==> config.mk <==
export PLATFORM = sky130hd
export DESIGN_NAME = tcf_queue
export DESIGN_NICKNAME = d
export VERILOG_FILES = /design/src/design/tcf_pkg.sv /design/src/design/tcf_queue.sv
export SDC_FILE = /design/constraint.sdc
export NUM_CORES = 1
export LEC_CHECK = 0
export ABC_AREA = 1
export BUFFER_PORTS_ARGS = -buffer_cell sky130_fd_sc_hd__buf_2
export CAP_MARGIN = 0
export CORE_MARGIN = 8
export CORE_UTILIZATION = 50
export CTS_CLUSTER_DIAMETER = 50
export DETAILED_ROUTE_END_ITERATION = 8
export HOLD_SLACK_MARGIN = 0.02
export PLACE_DENSITY = 0.81
export SLEW_MARGIN = 20
export SYNTH_ARGS = -nofsm -noshare
export SYNTH_HDL_FRONTEND = slang
export SYNTH_SLANG_ARGS = --single-unit
export TNS_END_PERCENT = 1
==> constraint.sdc <==
create_clock -name clk_i -period 4.3 [get_ports clk_i]
set_input_delay 1.075 -clock clk_i [delete_from_list [all_inputs] [get_ports clk_i]]
set_output_delay 1.075 -clock clk_i [all_outputs]
set_load 0.02 [all_outputs]
==> src/design/tcf_pkg.sv <==
`timescale 1ns / 1ps
`default_nettype none

package tcf_pkg;

  // command codes on the input channel
  localparam logic [1:0] CMD_READ  = 2'd0;
  localparam logic [1:0] CMD_WRITE = 2'd1;
  localparam logic [1:0] CMD_FILL  = 2'd2;

  // operations handed from the front to the back
  localparam logic [1:0] OP_NOP   = 2'd0;
  localparam logic [1:0] OP_READ  = 2'd1;
  localparam logic [1:0] OP_WRITE = 2'd2;
  localparam logic [1:0] OP_FILL  = 2'd3;

  // configuration register indexes
  localparam int unsigned CFG_IDX_W  = 1;
  localparam int unsigned CFG_DATA_W = 8;
  localparam logic [CFG_IDX_W-1:0] CFG_LINE_COLUMNS = 1'b0;
  localparam logic [CFG_IDX_W-1:0] CFG_ROW_COUNT    = 1'b1;

  localparam logic [7:0] LINE_COLUMNS_RESET = 8'd80;
  localparam logic [6:0] ROW_COUNT_RESET    = 7'd25;

  typedef struct packed {
    logic [1:0] cmd;
    logic [6:0] col;
    logic [5:0] row_index;
    logic [7:0] rect_width;
    logic [6:0] rect_height;
    logic [7:0] glyph;
    logic       glyph_enable;
    logic [3:0] fg_color;
    logic       fg_enable;
    logic [3:0] bg_color;
    logic       bg_enable;
  } in_item_t;

  typedef struct packed {
    logic [7:0] rd_glyph;
    logic [3:0] rd_fg;
    logic [3:0] rd_bg;
    logic       range_error;
  } out_item_t;

  // classified command waiting for the back end
  typedef struct packed {
    logic [1:0] op;
    logic [6:0] col;
    logic [5:0] row_index;
    logic [7:0] cols_n;
    logic [6:0] rows_n;
    logic [7:0] glyph;
    logic       glyph_enable;
    logic [3:0] fg_color;
    logic       fg_enable;
    logic [3:0] bg_color;
    logic       bg_enable;
    logic       err;
  } entry_t;

endpackage

`default_nettype wire

==> src/design/tcf_queue.sv <==
`timescale 1ns / 1ps
`default_nettype none

module tcf_queue (
  input  wire logic            clk_i,
  input  wire logic            rst_ni,
  input  wire logic            push_i,
  input  wire tcf_pkg::entry_t push_entry_i,
  output logic                 full_o,
  output logic                 valid_o,
  input  wire logic            pop_i,
  output tcf_pkg::entry_t      head_o
);
  import tcf_pkg::*;

  localparam int unsigned DEPTH = 2;
  localparam int unsigned PTR_W = 1;
  localparam int unsigned CNT_W = 2;

  entry_t           slot_q [DEPTH];
  logic [PTR_W-1:0] wr_ptr_q, rd_ptr_q;
  logic [CNT_W-1:0] cnt_q;

  always_ff @(posedge clk_i) begin
    if (push_i) begin
      slot_q[wr_ptr_q] <= push_entry_i;
    end
  end

  always_ff @(posedge clk_i or negedge rst_ni) begin
    if (!rst_ni) begin
      wr_ptr_q <= '0;
      rd_ptr_q <= '0;
      cnt_q    <= '0;
    end else begin
      if (push_i) wr_ptr_q <= wr_ptr_q + 1'b1;
      if (pop_i) rd_ptr_q <= rd_ptr_q + 1'b1;
      if (push_i && !pop_i) begin
        cnt_q <= cnt_q + 1'b1;
      end else if (pop_i && !push_i) begin
        cnt_q <= cnt_q - 1'b1;
      end
    end
  end

  assign full_o  = (cnt_q == CNT_W'(DEPTH));
  assign valid_o = (cnt_q != '0);
  assign head_o  = slot_q[rd_ptr_q];

  a_no_overflow: assert property (@(posedge clk_i) disable iff (!rst_ni)
    full_o |-> !push_i || pop_i) else $error("queue push while full");
  a_no_underflow: assert property (@(posedge clk_i) disable iff (!rst_ni)
    pop_i |-> valid_o) else $error("queue pop while empty");
  a_count_step: assert property (@(posedge clk_i) disable iff (!rst_ni)
    (push_i && !pop_i) |=> cnt_q == $past(cnt_q) + 1'b1) else $error("queue count slip");

endmodule

`default_nettype wire

==> qor.tcl <==
set qor(run_status) {finished, final reports clean}
set qor(rows) 33
set qor(tritoncts) {yes}
set qor(antenna_cells) 0
set qor(post_cts_buffers) 0
set qor(yosys_warnings) 0
set qor(final_layout_size_suffix_gt1_share_pct) 58.39
set qor(postSynthNetCount) 236
set qor(max_fo_critical_path) 51
set qor(multiInputGateArea_um2) 834.6
set qor(power_density_nw_per_um2) 656.1
set qor(total_via_count_in_the_routed_design) 1939
set qor(synth_edf_count) 100
set qor(fin_crit_sh_pct) 71.42
set qor(leakagePower_nw) 1.988
set qor(initial_antenna_violation_count) 0
set qor(timing.clock.skew_ps) 11.44
set qor(yosys_register_bits) 104
set qor(dpl-instance-area_um2) 4639
set qor(maximum_level_of_the_cts_h_tree) 3
set qor(synth.cell_area_um2) 4068
set qor(die_area_um2) 11280
set qor(cts_repair_resize_count) 0
set qor(first_pass_iters) 4
set qor(final.min_clock_period_ps) 3071
set qor(grt_use_total_pct) 11.95
set qor(globalplace.congestion) 0.7381
set qor(postRouteAntennaNets) 0
set qor(worst-endpoint-required_ps) 3220
set qor(dominant_synthesized_flop_cell) {sky130_fd_sc_hd__edfxtp_1}
set qor(synth_common_cells) {100 x sky130_fd_sc_hd__edfxtp_1, 49 x sky130_fd_sc_hd__mux2_4, 7 x sky130_fd_sc_hd__inv_1, 6 x sky130_fd_sc_hd__nand2_1, 5 x sky130_fd_sc_hd__buf_12}
set qor(setup_viol) 0
set qor(crit_path_capture_type) {output pin}
set qor(cts.clk_slew.worst_paths_ps) 90
set qor(numCtsBuffers) 9
set qor(yosys.cell_types.count) 14
set qor(vdd_ir_drop_max_uv) 362.1
set qor(avgSynthCellArea_um2) 22.47
set qor(syn-instance-count) 181
set qor(io_buffer_count) 105
set qor(area_delta_synth_final_pct) 18.86
set qor(yosys.cell_count.top_type) {sky130_fd_sc_hd__edfxtp_1}
set qor(ctsRootBufferMaster) {sky130_fd_sc_hd__clkbuf_8}
set qor(max_freq_ghz) 0.3256
set qor(global_route_wire_length_before_repair_mm) 10.48
set qor(synth_largest_area_cell) {sky130_fd_sc_hd__edfxtp_1}
set qor(critPathLaunchType) {flop}
set qor(class_of_the_worst_hold_path) {flop to flop}
set qor(cts.path.max_buffers) 2
set qor(number_of_inserted_filler_cells_in_the_final_layout) 615
set qor(synthTopCellsByArea) {sky130_fd_sc_hd__edfxtp_1 74%, sky130_fd_sc_hd__mux2_4 18%, sky130_fd_sc_hd__buf_12 2.5%, sky130_fd_sc_hd__dfrtp_1 2.5%, sky130_fd_sc_hd__inv_1 0.65%}
set qor(first_iter_violations) 55
set qor(rsz0062_at_grt) {no}
set qor(core_um2) 8051
set qor(cp_data_arrival_time_ps) 2000
set qor(floorplan.io_pins) 106
set qor(grt_remaining_overflow) 0
set qor(post-route-cell-area_um2) 4835
set qor(design_power_total_mw) 3.172
set qor(clock_latency_reported_for_the_late_side_of_the_worst_skew_pair_ps) 360
set qor(clock-sinks) 104
set qor(start_util_pct) 50.52
set qor(detailedPlacementHpwl_mm) 4.642
set qor(synth_seq_area_share_pct) 76.28
set qor(die_y_um) 106.2
set qor(synth_top_area_share_pct) 73.82
set qor(post-route-drc-count) 0
set qor(routedWlPerCell_um) 16.64
set qor(final_hold_viol_count) 0
set qor(grt_max_degree) 52
set qor(route.final.wire_length_mm) 6.704
set qor(postCtsHoldBufs) 0
set qor(timing.final.max_slew_violations) 0
set qor(asyncSetResetFlopFracSynth_pct) 3.846
set qor(grt_pass1_vias) 2174
set qor(chipWidth_um) 106.2
set qor(criticalPathCategory) {flop to output pin}
set qor(detail_route.vias_per_cell) 4.811
set qor(slew_headroom_pct) 37.51
set qor(ff_latch_area_um2) 3107
set qor(tightestPinTransition_ps) 937.3
set qor(finish.net_count) 348
set qor(cap_violations) 0
set qor(setup_tns_ps) 0
[kinds of logic after synthesis]
kind of cell               Yosys count  share of synthesized area [%]
xor gates and xnor gates             3                         0.6461
buffers and inverters               13                          3.384
and+or+nand+nor                     10                          1.015
muxes                               50                          18.36
DFF                                104                          76.28
adders and majority gates            1                         0.3075
[sequential cells by signal, indices dropped and copies added, names as in the netlist]
| signal | count |
|---|---|
| slot_q | 100 |
| cnt_q | 2 |
| rd_ptr_q | 1 |
| wr_ptr_q | 1 |
[worst max-delay path, cell delays in order (launching register included)]
cell and delay (ps):
sky130_fd_sc_hd__dfrtp_4 1060, sky130_fd_sc_hd__mux2_2 410, sky130_fd_sc_hd__buf_2 160
[final timing paths]
check	startpoint	slack [ps]	depth (start not counted)	to
worst max-delay path	rd_ptr_q$_DFFE_PN0P_	1230	2	head_o[29]
worst min-delay path	cnt_q[1]$_DFFE_PN0P_	480	2	cnt_q[1]$_DFFE_PN0P_
worst max register to register	wr_ptr_q$_DFFE_PN0P_	2580	2	slot_q[1][36]$_DFFE_PP_
worst min register to register	cnt_q[1]$_DFFE_PN0P_	480	2	cnt_q[1]$_DFFE_PN0P_
max in group asynchronous	rst_ni	3650	1	rd_ptr_q$_DFFE_PN0P_
min in group asynchronous	rst_ni	510	1	cnt_q[0]$_DFFE_PN0P_
[power breakdown]
part	total (mW)	switching [mW]	internal, mW
registers	1.53	0.183	1.35
clock network	0.585	0.315	0.270
logic	1.06	0.533	0.523
[cells in the final DEF, fill, tap and decap left out]
cell type / instances
sky130_fd_sc_hd__dfrtp_1: 3
sky130_fd_sc_hd__inv_6: 1
sky130_fd_sc_hd__dfrtp_4: 1
sky130_fd_sc_hd__nand2_1: 6
sky130_fd_sc_hd__nand4_1: 1
sky130_fd_sc_hd__nor2_1: 1
sky130_fd_sc_hd__clkbuf_8: 9
sky130_fd_sc_hd__mux2_2: 1
sky130_fd_sc_hd__clkinvlp_4: 1
sky130_fd_sc_hd__nand3_1: 1
sky130_fd_sc_hd__edfxtp_1: 100
sky130_fd_sc_hd__ha_1: 1
sky130_fd_sc_hd__xnor2_1: 1
sky130_fd_sc_hd__inv_8: 1
sky130_fd_sc_hd__buf_2: 105
sky130_fd_sc_hd__clkinv_2: 2
sky130_fd_sc_hd__buf_4: 2
sky130_fd_sc_hd__xor2_1: 2
sky130_fd_sc_hd__nor2_4: 1
sky130_fd_sc_hd__inv_1: 6
sky130_fd_sc_hd__bufinv_16: 1
sky130_fd_sc_hd__clkinv_1: 2
sky130_fd_sc_hd__mux2_4: 49
[area by class of cell]
cell class,count,area share [%]
clock buffer,9,2.562
clock inverter,7,1.449
inverter,7,0.5694
multi-input combinational,64,17.26
sequential,104,64.26
tap,105,2.717
timing repair buffer,107,11.18
[metal layers]
layer | GRT usage [%] | up-vias | routed length, um
met5 | 0 | - | 0
met4 | 5.126 | 0 | 95
met3 | 5.142 | 9 | 624
met2 | 21.36 | 72 | 3412
met1 | 11.82 | 942 | 2570
li1 | - | 916 | -
[through the flow]
step	hold slack, ps	setup slack (ps)	instances	utilization, %
after floorplan	441.7	626.0	181	-
after global placement	458.0	1599	387	57.62
after detailed placement	463.1	1583	387	57.62
after CTS	486.0	1177	403	60.03
after global routing	493.9	1103	403	60.05
final	483.5	1229	403	60.05
Note: power is estimated with default switching activity, not from simulation.
