==> config.mk <==
export PLATFORM = sky130hd
export DESIGN_NAME = tcf_front
export DESIGN_NICKNAME = d
export VERILOG_FILES = /design/src/design/tcf_pkg.sv /design/src/design/tcf_front.sv
export SDC_FILE = /design/constraint.sdc
export NUM_CORES = 1
export LEC_CHECK = 0
export ABC_AREA = 1
export ABC_CLOCK_PERIOD_IN_PS = 6100
export BUFFER_PORTS_ARGS = -buffer_cell sky130_fd_sc_hd__buf_2
export CORE_MARGIN = 5
export CORE_UTILIZATION = 51
export DETAILED_ROUTE_END_ITERATION = 6
export PLACE_DENSITY = 0.83
export REMOVE_ABC_BUFFERS = 1
export SLEW_MARGIN = 5
export SYNTH_ARGS = -nofsm -noshare
export SYNTH_HDL_FRONTEND = slang
export SYNTH_SLANG_ARGS = --single-unit
==> constraint.sdc <==
create_clock -name clk_i -period 6.1 [get_ports clk_i]
set_input_delay 0.61 -clock clk_i [delete_from_list [all_inputs] [get_ports clk_i]]
set_output_delay 0.61 -clock clk_i [all_outputs]
set_load 0.02 [all_outputs]
==> src/design/tcf_pkg.sv <==
`timescale 1ns / 1ps
`default_nettype none

package tcf_pkg;

  // command codes on the input channel
  localparam logic [1:0] CMD_READ  = 2'd0;
  localparam logic [1:0] CMD_WRITE = 2'd1;
  localparam logic [1:0] CMD_FILL  = 2'd2;

  // operations handed from the front to the back
  localparam logic [1:0] OP_NOP   = 2'd0;
  localparam logic [1:0] OP_READ  = 2'd1;
  localparam logic [1:0] OP_WRITE = 2'd2;
  localparam logic [1:0] OP_FILL  = 2'd3;

  // configuration register indexes
  localparam int unsigned CFG_IDX_W  = 1;
  localparam int unsigned CFG_DATA_W = 8;
  localparam logic [CFG_IDX_W-1:0] CFG_LINE_COLUMNS = 1'b0;
  localparam logic [CFG_IDX_W-1:0] CFG_ROW_COUNT    = 1'b1;

  localparam logic [7:0] LINE_COLUMNS_RESET = 8'd80;
  localparam logic [6:0] ROW_COUNT_RESET    = 7'd25;

  typedef struct packed {
    logic [1:0] cmd;
    logic [6:0] col;
    logic [5:0] row_index;
    logic [7:0] rect_width;
    logic [6:0] rect_height;
    logic [7:0] glyph;
    logic       glyph_enable;
    logic [3:0] fg_color;
    logic       fg_enable;
    logic [3:0] bg_color;
    logic       bg_enable;
  } in_item_t;

  typedef struct packed {
    logic [7:0] rd_glyph;
    logic [3:0] rd_fg;
    logic [3:0] rd_bg;
    logic       range_error;
  } out_item_t;

  // classified command waiting for the back end
  typedef struct packed {
    logic [1:0] op;
    logic [6:0] col;
    logic [5:0] row_index;
    logic [7:0] cols_n;
    logic [6:0] rows_n;
    logic [7:0] glyph;
    logic       glyph_enable;
    logic [3:0] fg_color;
    logic       fg_enable;
    logic [3:0] bg_color;
    logic       bg_enable;
    logic       err;
  } entry_t;

endpackage

`default_nettype wire

==> src/design/tcf_front.sv <==
`timescale 1ns / 1ps
`default_nettype none

module tcf_front #(
  parameter int unsigned MAX_COLUMNS = 128,
  parameter int unsigned MAX_ROWS    = 64,
  parameter int unsigned NC_W        = 8
) (
  input  wire logic                          clk_i,
  input  wire logic                          rst_ni,
  input  wire logic                          cfg_we_i,
  input  wire logic [tcf_pkg::CFG_IDX_W-1:0] cfg_addr_i,
  input  wire logic [tcf_pkg::CFG_DATA_W-1:0] cfg_wdata_i,
  input  wire logic                          in_valid_i,
  output logic                               in_ready_o,
  input  wire tcf_pkg::in_item_t             in_item_i,
  input  wire logic                          hold_i,
  input  wire logic                          q_full_i,
  output logic                               q_push_o,
  output tcf_pkg::entry_t                    q_entry_o,
  output logic [NC_W-1:0]                    stride_o
);
  import tcf_pkg::*;

  localparam int unsigned NR_W  = $clog2(MAX_ROWS + 1);
  localparam int unsigned EXT_W = 9;

  logic [7:0] line_cols_q;
  logic [6:0] row_cnt_q;

  logic [NC_W-1:0]  nc;
  logic [NR_W-1:0]  nr;
  logic [EXT_W-1:0] nc_x, nr_x;
  logic [EXT_W-1:0] end_c, end_r, lim_c, lim_r;
  logic             cell_ok, fill_err;
  logic [7:0]       cols_n;
  logic [6:0]       rows_n;

  always_ff @(posedge clk_i or negedge rst_ni) begin
    if (!rst_ni) begin
      line_cols_q <= LINE_COLUMNS_RESET;
      row_cnt_q   <= ROW_COUNT_RESET;
    end else if (cfg_we_i) begin
      case (cfg_addr_i)
        CFG_LINE_COLUMNS: line_cols_q <= cfg_wdata_i[7:0];
        CFG_ROW_COUNT:    row_cnt_q   <= cfg_wdata_i[6:0];
        default: ;
      endcase
    end
  end

  // configured size clamped to capacity
  assign nc   = (line_cols_q > MAX_COLUMNS) ? NC_W'(MAX_COLUMNS) : NC_W'(line_cols_q);
  assign nr   = (row_cnt_q > MAX_ROWS) ? NR_W'(MAX_ROWS) : NR_W'(row_cnt_q);
  assign nc_x = EXT_W'(nc);
  assign nr_x = EXT_W'(nr);

  assign cell_ok = (EXT_W'(in_item_i.col) < nc_x) && (EXT_W'(in_item_i.row_index) < nr_x);

  // clip the rectangle at the far edges; the near corner is either inside or all is out
  assign end_c = EXT_W'(in_item_i.col) + EXT_W'(in_item_i.rect_width);
  assign end_r = EXT_W'(in_item_i.row_index) + EXT_W'(in_item_i.rect_height);
  assign lim_c = (end_c > nc_x) ? nc_x : end_c;
  assign lim_r = (end_r > nr_x) ? nr_x : end_r;
  assign cols_n = cell_ok ? 8'(lim_c - EXT_W'(in_item_i.col)) : 8'd0;
  assign rows_n = cell_ok ? 7'(lim_r - EXT_W'(in_item_i.row_index)) : 7'd0;
  assign fill_err = (in_item_i.rect_width != 8'd0) && (in_item_i.rect_height != 7'd0)
                    && ((end_c > nc_x) || (end_r > nr_x));

  always_comb begin
    q_entry_o              = '0;
    q_entry_o.col          = in_item_i.col;
    q_entry_o.row_index    = in_item_i.row_index;
    q_entry_o.cols_n       = cols_n;
    q_entry_o.rows_n       = rows_n;
    q_entry_o.glyph        = in_item_i.glyph;
    q_entry_o.glyph_enable = in_item_i.glyph_enable;
    q_entry_o.fg_color     = in_item_i.fg_color;
    q_entry_o.fg_enable    = in_item_i.fg_enable;
    q_entry_o.bg_color     = in_item_i.bg_color;
    q_entry_o.bg_enable    = in_item_i.bg_enable;
    q_entry_o.op           = OP_NOP;
    q_entry_o.err          = 1'b0;
    case (in_item_i.cmd)
      CMD_READ: begin
        q_entry_o.op  = cell_ok ? OP_READ : OP_NOP;
        q_entry_o.err = !cell_ok;
      end
      CMD_WRITE: begin
        q_entry_o.op  = cell_ok ? OP_WRITE : OP_NOP;
        q_entry_o.err = !cell_ok;
      end
      CMD_FILL: begin
        q_entry_o.op  = (cols_n != 8'd0 && rows_n != 7'd0) ? OP_FILL : OP_NOP;
        q_entry_o.err = fill_err;
      end
      default: ;
    endcase
  end

  assign in_ready_o = !q_full_i && !hold_i;
  assign q_push_o   = in_valid_i && in_ready_o;
  assign stride_o   = nc;

endmodule

`default_nettype wire

==> flow_summary.yaml <==
synthesis:
  ys_seq_area_frac: 0.117
  post_synth_mux_area_share: 0
  syn-cell-area_um2: 3260
  post-synth-top-count-cell: "sky130_fd_sc_hd__nand2_1"
  synth-warning-count: 0
  synth_top_area_cell: "sky130_fd_sc_hd__ha_1"
  netlist.area_leader.share: 0.203
  synth_compound_gate_area_share: 0.129
  number_of_cells_produced_by_synthesis: 509
  synth_async_sr_flop_share: 1.00
  synth.ff_latch_count: 15
  syn-mean-instance-area_um2: 6.41
  synth_common_cells: "sky130_fd_sc_hd__nand2_1 (117), sky130_fd_sc_hd__inv_1 (87), sky130_fd_sc_hd__ha_1 (53)"
  synth_cell_type_count: 37
  yosys.area_share.adder: 0.228
  post_synth_and_or_nand_nor_area_fraction: 0.300
  ys_dominant_reg_cell: "sky130_fd_sc_hd__dfrtp_1"
  combinational_family_with_the_most_area_after_synthesis: "simple AND/OR/NAND/NOR gates"
  synth-edff-count: 0
  yosys-top-cells-area: "sky130_fd_sc_hd__ha_1 (20%), sky130_fd_sc_hd__nand2_1 (13%), sky130_fd_sc_hd__inv_1 (10%)"
  post_synth_xor_area_fraction: 0.0349
global_routing:
  grt_antenna_before_repair: 0
  grt.overflow.total: 0
  first_global_vias: 3242
  grt_max_degree: 17
  grt_usage: 0.203
  first_pass_grt_wire_length_mm: 14.3
clock_network:
  cts-hold-fix-buffers: 0
  cts_htree_levels: 1
  cts_sinks: 15
  tritoncts: "yes"
  post-cts-setup-buffers: 0
  cts-buffers-inserted: 3
  clk_transition_reported_paths_ps: 60
  cts-resized-gates: 0
  cts.root.buffer_cell: "sky130_fd_sc_hd__clkbuf_8"
  clock_latency_ps: 250
  cts_buffer_depth: 2
setup_path:
  worst-endpoint-arrival_ps: 5030
  worstSetupStartpoint: "in_item_i[40]"
  worstSetupEndpointType: "output pin"
  r2r_setup_slack_ps: 5310
  crit_path_frequent_cell: "sky130_fd_sc_hd__nand2_1"
  worst_r2r_path_depth: 2
  endpoint_of_the_worst_slack_reg_to_reg_timing_path: "line_cols_q[7]$_DFFE_PN0P_"
  cp_slowest_cell: "sky130_fd_sc_hd__fa_1"
  crit_end: "q_entry_o[49]"
  cp_slowest_stage_delay_ps: 420
  worst_path_dominant_cell_family: "adder cells"
  critical_path_class: "in2out"
  crit_fanout: 10
  levels_on_crit_path: 34
  critical_path_required_time_ps: 5490
  r2r-start: "line_cols_q[7]$_DFFE_PN0P_"
  timing.critical_path.from_type: "input pin"
  cp_num_buf_inv: 7
floorplanning:
  core_um2: 6280
  die_w_um: 90.0
  fp-row-count: 29
  design.portCount: 124
  starting_utilization_of_the_core_area: 0.519
  die-height_um: 90.0
  dieArea_um2: 8090
power_and_ir_drop:
  combPwrFrac: 0.779
  power_density_nw_per_um2: 262
  p_leak_nw: 2.18
  power_frac_clock: 0.085
  finalPower_uw: 934
  sequentialPowerShare: 0.136
  power.switching_uw: 507
  switching_share: 0.543
  cell_internal_pwr_uw: 427
  worst_ir_drop_vdd_uv: 202
placed_design:
  portBuffers: 85
  place.detailed.hpwl_mm: 7.37
  final_weighted_congestion_in_routability_driven_placement: 0.899
drt:
  residual_drc: 0
  initialDrtViolationCount: 166
  route.detailed.wl_per_inst_um: 13.1
  routed-via-count: 3313
  post_drt_via_cell_ratio: 5.18
  detail_route.wirelength_mm: 8.39
  drt-pass1-iter-count: 5
  detail-route-antenna-nets: 0
hold_path:
  holdCritPathClass: "in2async"
layout:
  area_delta_synth_final_pct: 9.40
  finish.net_count: 684
  post_route_cells_drive_above_1_share: 0.205
  antennaDiodeCount: 0
  finalCoreUtilization: 0.568
sta:
  clock_skew_ps: 0
  period_minus_slack_ps: 5640
  grt_setup_unrepaired: "no"
  hold_viol: 0
  finalMaxSlewViolations: 0
  achievable_freq_mhz: 177
  setup-violations-final: 0
  relSlewSlack: 0.704
  tightest_slew_ps: 440
  finalSetupTns_ps: 0
  final.period_utilization: 0.924
job:
  max_cap_viol_count: 0
run_status:
  status: "complete, no violations"
worst min-delay path by stage:
| stage | to | slack, ps | cells past startpoint |
|---|---|---|---|
| after detailed placement | line_cols_q[0]$_DFFE_PN0P_ | 480 | 2 |
| after global routing | line_cols_q[0]$_DFFE_PN0P_ | 260 | 1 |
| after CTS | line_cols_q[0]$_DFFE_PN0P_ | 250 | 1 |
| after global placement | line_cols_q[0]$_DFFE_PN0P_ | 480 | 2 |
| after floorplan | line_cols_q[0]$_DFFE_PN0P_ | 310 | 0 |
| final | line_cols_q[0]$_DFFE_PN0P_ | 250 | 1 |
stage by stage:
stage	instance area [um^2]	hold slack, ps	std cells	worst slack (ps)
global placement	3520	476	635	503
detailed placement	3520	478	635	397
finish	3570	250	639	464
floorplan	3000	314	473	1180
CTS	3560	254	639	384
global route	3570	260	639	34.7
kinds of logic (layout without fill, tap and decap cells):
family                     Yosys count  after routing
and+or+nand+nor                    217            217
buffers and inverters              132            185
AOI/OAI and AO/OA                   75             75
adders and majority gates           57             57
DFF                                 15             15
xor gates and xnor gates            13             13
flip-flops by register name (all words and copies together) (netlist names):
register     flops
row_cnt_q        7
line_cols_q      8
power groups by stage:
stage	logic, mW	clock network (mW)	registers [mW]
floorplan	0.533	0	0.126
global placement	0.703	0	0.127
detailed placement	0.723	0	0.128
CTS	0.726	0.0827	0.127
global route	0.826	0.0885	0.129
finish	0.728	0.0794	0.127
cell usage in the layout, fill, tap and decap left out:
cell / n
sky130_fd_sc_hd__a31oi_1: 4
sky130_fd_sc_hd__nand3_1: 27
sky130_fd_sc_hd__clkbuf_1: 1
sky130_fd_sc_hd__nor3b_1: 1
sky130_fd_sc_hd__or2_1: 3
sky130_fd_sc_hd__inv_1: 87
sky130_fd_sc_hd__o21bai_1: 1
sky130_fd_sc_hd__nor4_1: 3
sky130_fd_sc_hd__nor2_4: 3
sky130_fd_sc_hd__nand4_1: 17
sky130_fd_sc_hd__nor3_1: 3
sky130_fd_sc_hd__ha_1: 53
sky130_fd_sc_hd__nand2_2: 4
sky130_fd_sc_hd__dfrtp_1: 10
sky130_fd_sc_hd__nand3_2: 4
sky130_fd_sc_hd__nor2_1: 32
sky130_fd_sc_hd__nand3b_1: 1
sky130_fd_sc_hd__clkinv_1: 2
sky130_fd_sc_hd__o21ai_1: 10
sky130_fd_sc_hd__dfstp_2: 5
sky130_fd_sc_hd__o21ai_0: 21
sky130_fd_sc_hd__nor2_2: 3
sky130_fd_sc_hd__a21o_1: 3
sky130_fd_sc_hd__o41ai_1: 1
sky130_fd_sc_hd__xnor2_1: 2
sky130_fd_sc_hd__buf_2: 85
sky130_fd_sc_hd__a21oi_1: 27
sky130_fd_sc_hd__o211ai_1: 1
sky130_fd_sc_hd__o21a_1: 2
sky130_fd_sc_hd__o2111ai_1: 3
sky130_fd_sc_hd__a22oi_1: 1
sky130_fd_sc_hd__fa_1: 4
sky130_fd_sc_hd__xor2_1: 11
sky130_fd_sc_hd__nand2_1: 116
sky130_fd_sc_hd__clkbuf_8: 3
sky130_fd_sc_hd__inv_2: 7
sky130_fd_sc_hd__o21ai_2: 1
per-layer routing:
layer / GRT usage / wire (um) / vias to the layer above
li1: - / - / 1739
met1: 0.270 / 3820 / 1430
met2: 0.320 / 3770 / 131
met3: 0.0442 / 658 / 13
met4: 0.0707 / 148 / 0
met5: 0.0192 / 0 / -
layout make-up:
cell class / count / area [um^2]
fillers: 608 / 2710
clock buffers: 4 / 45.0
inverters: 96 / 360
repair buffers: 85 / 425
well taps: 77 / 96.3
multi-input cells: 362 / 2260
flip-flops and latches: 15 / 382
Note: power is estimated with default switching activity, not from simulation.
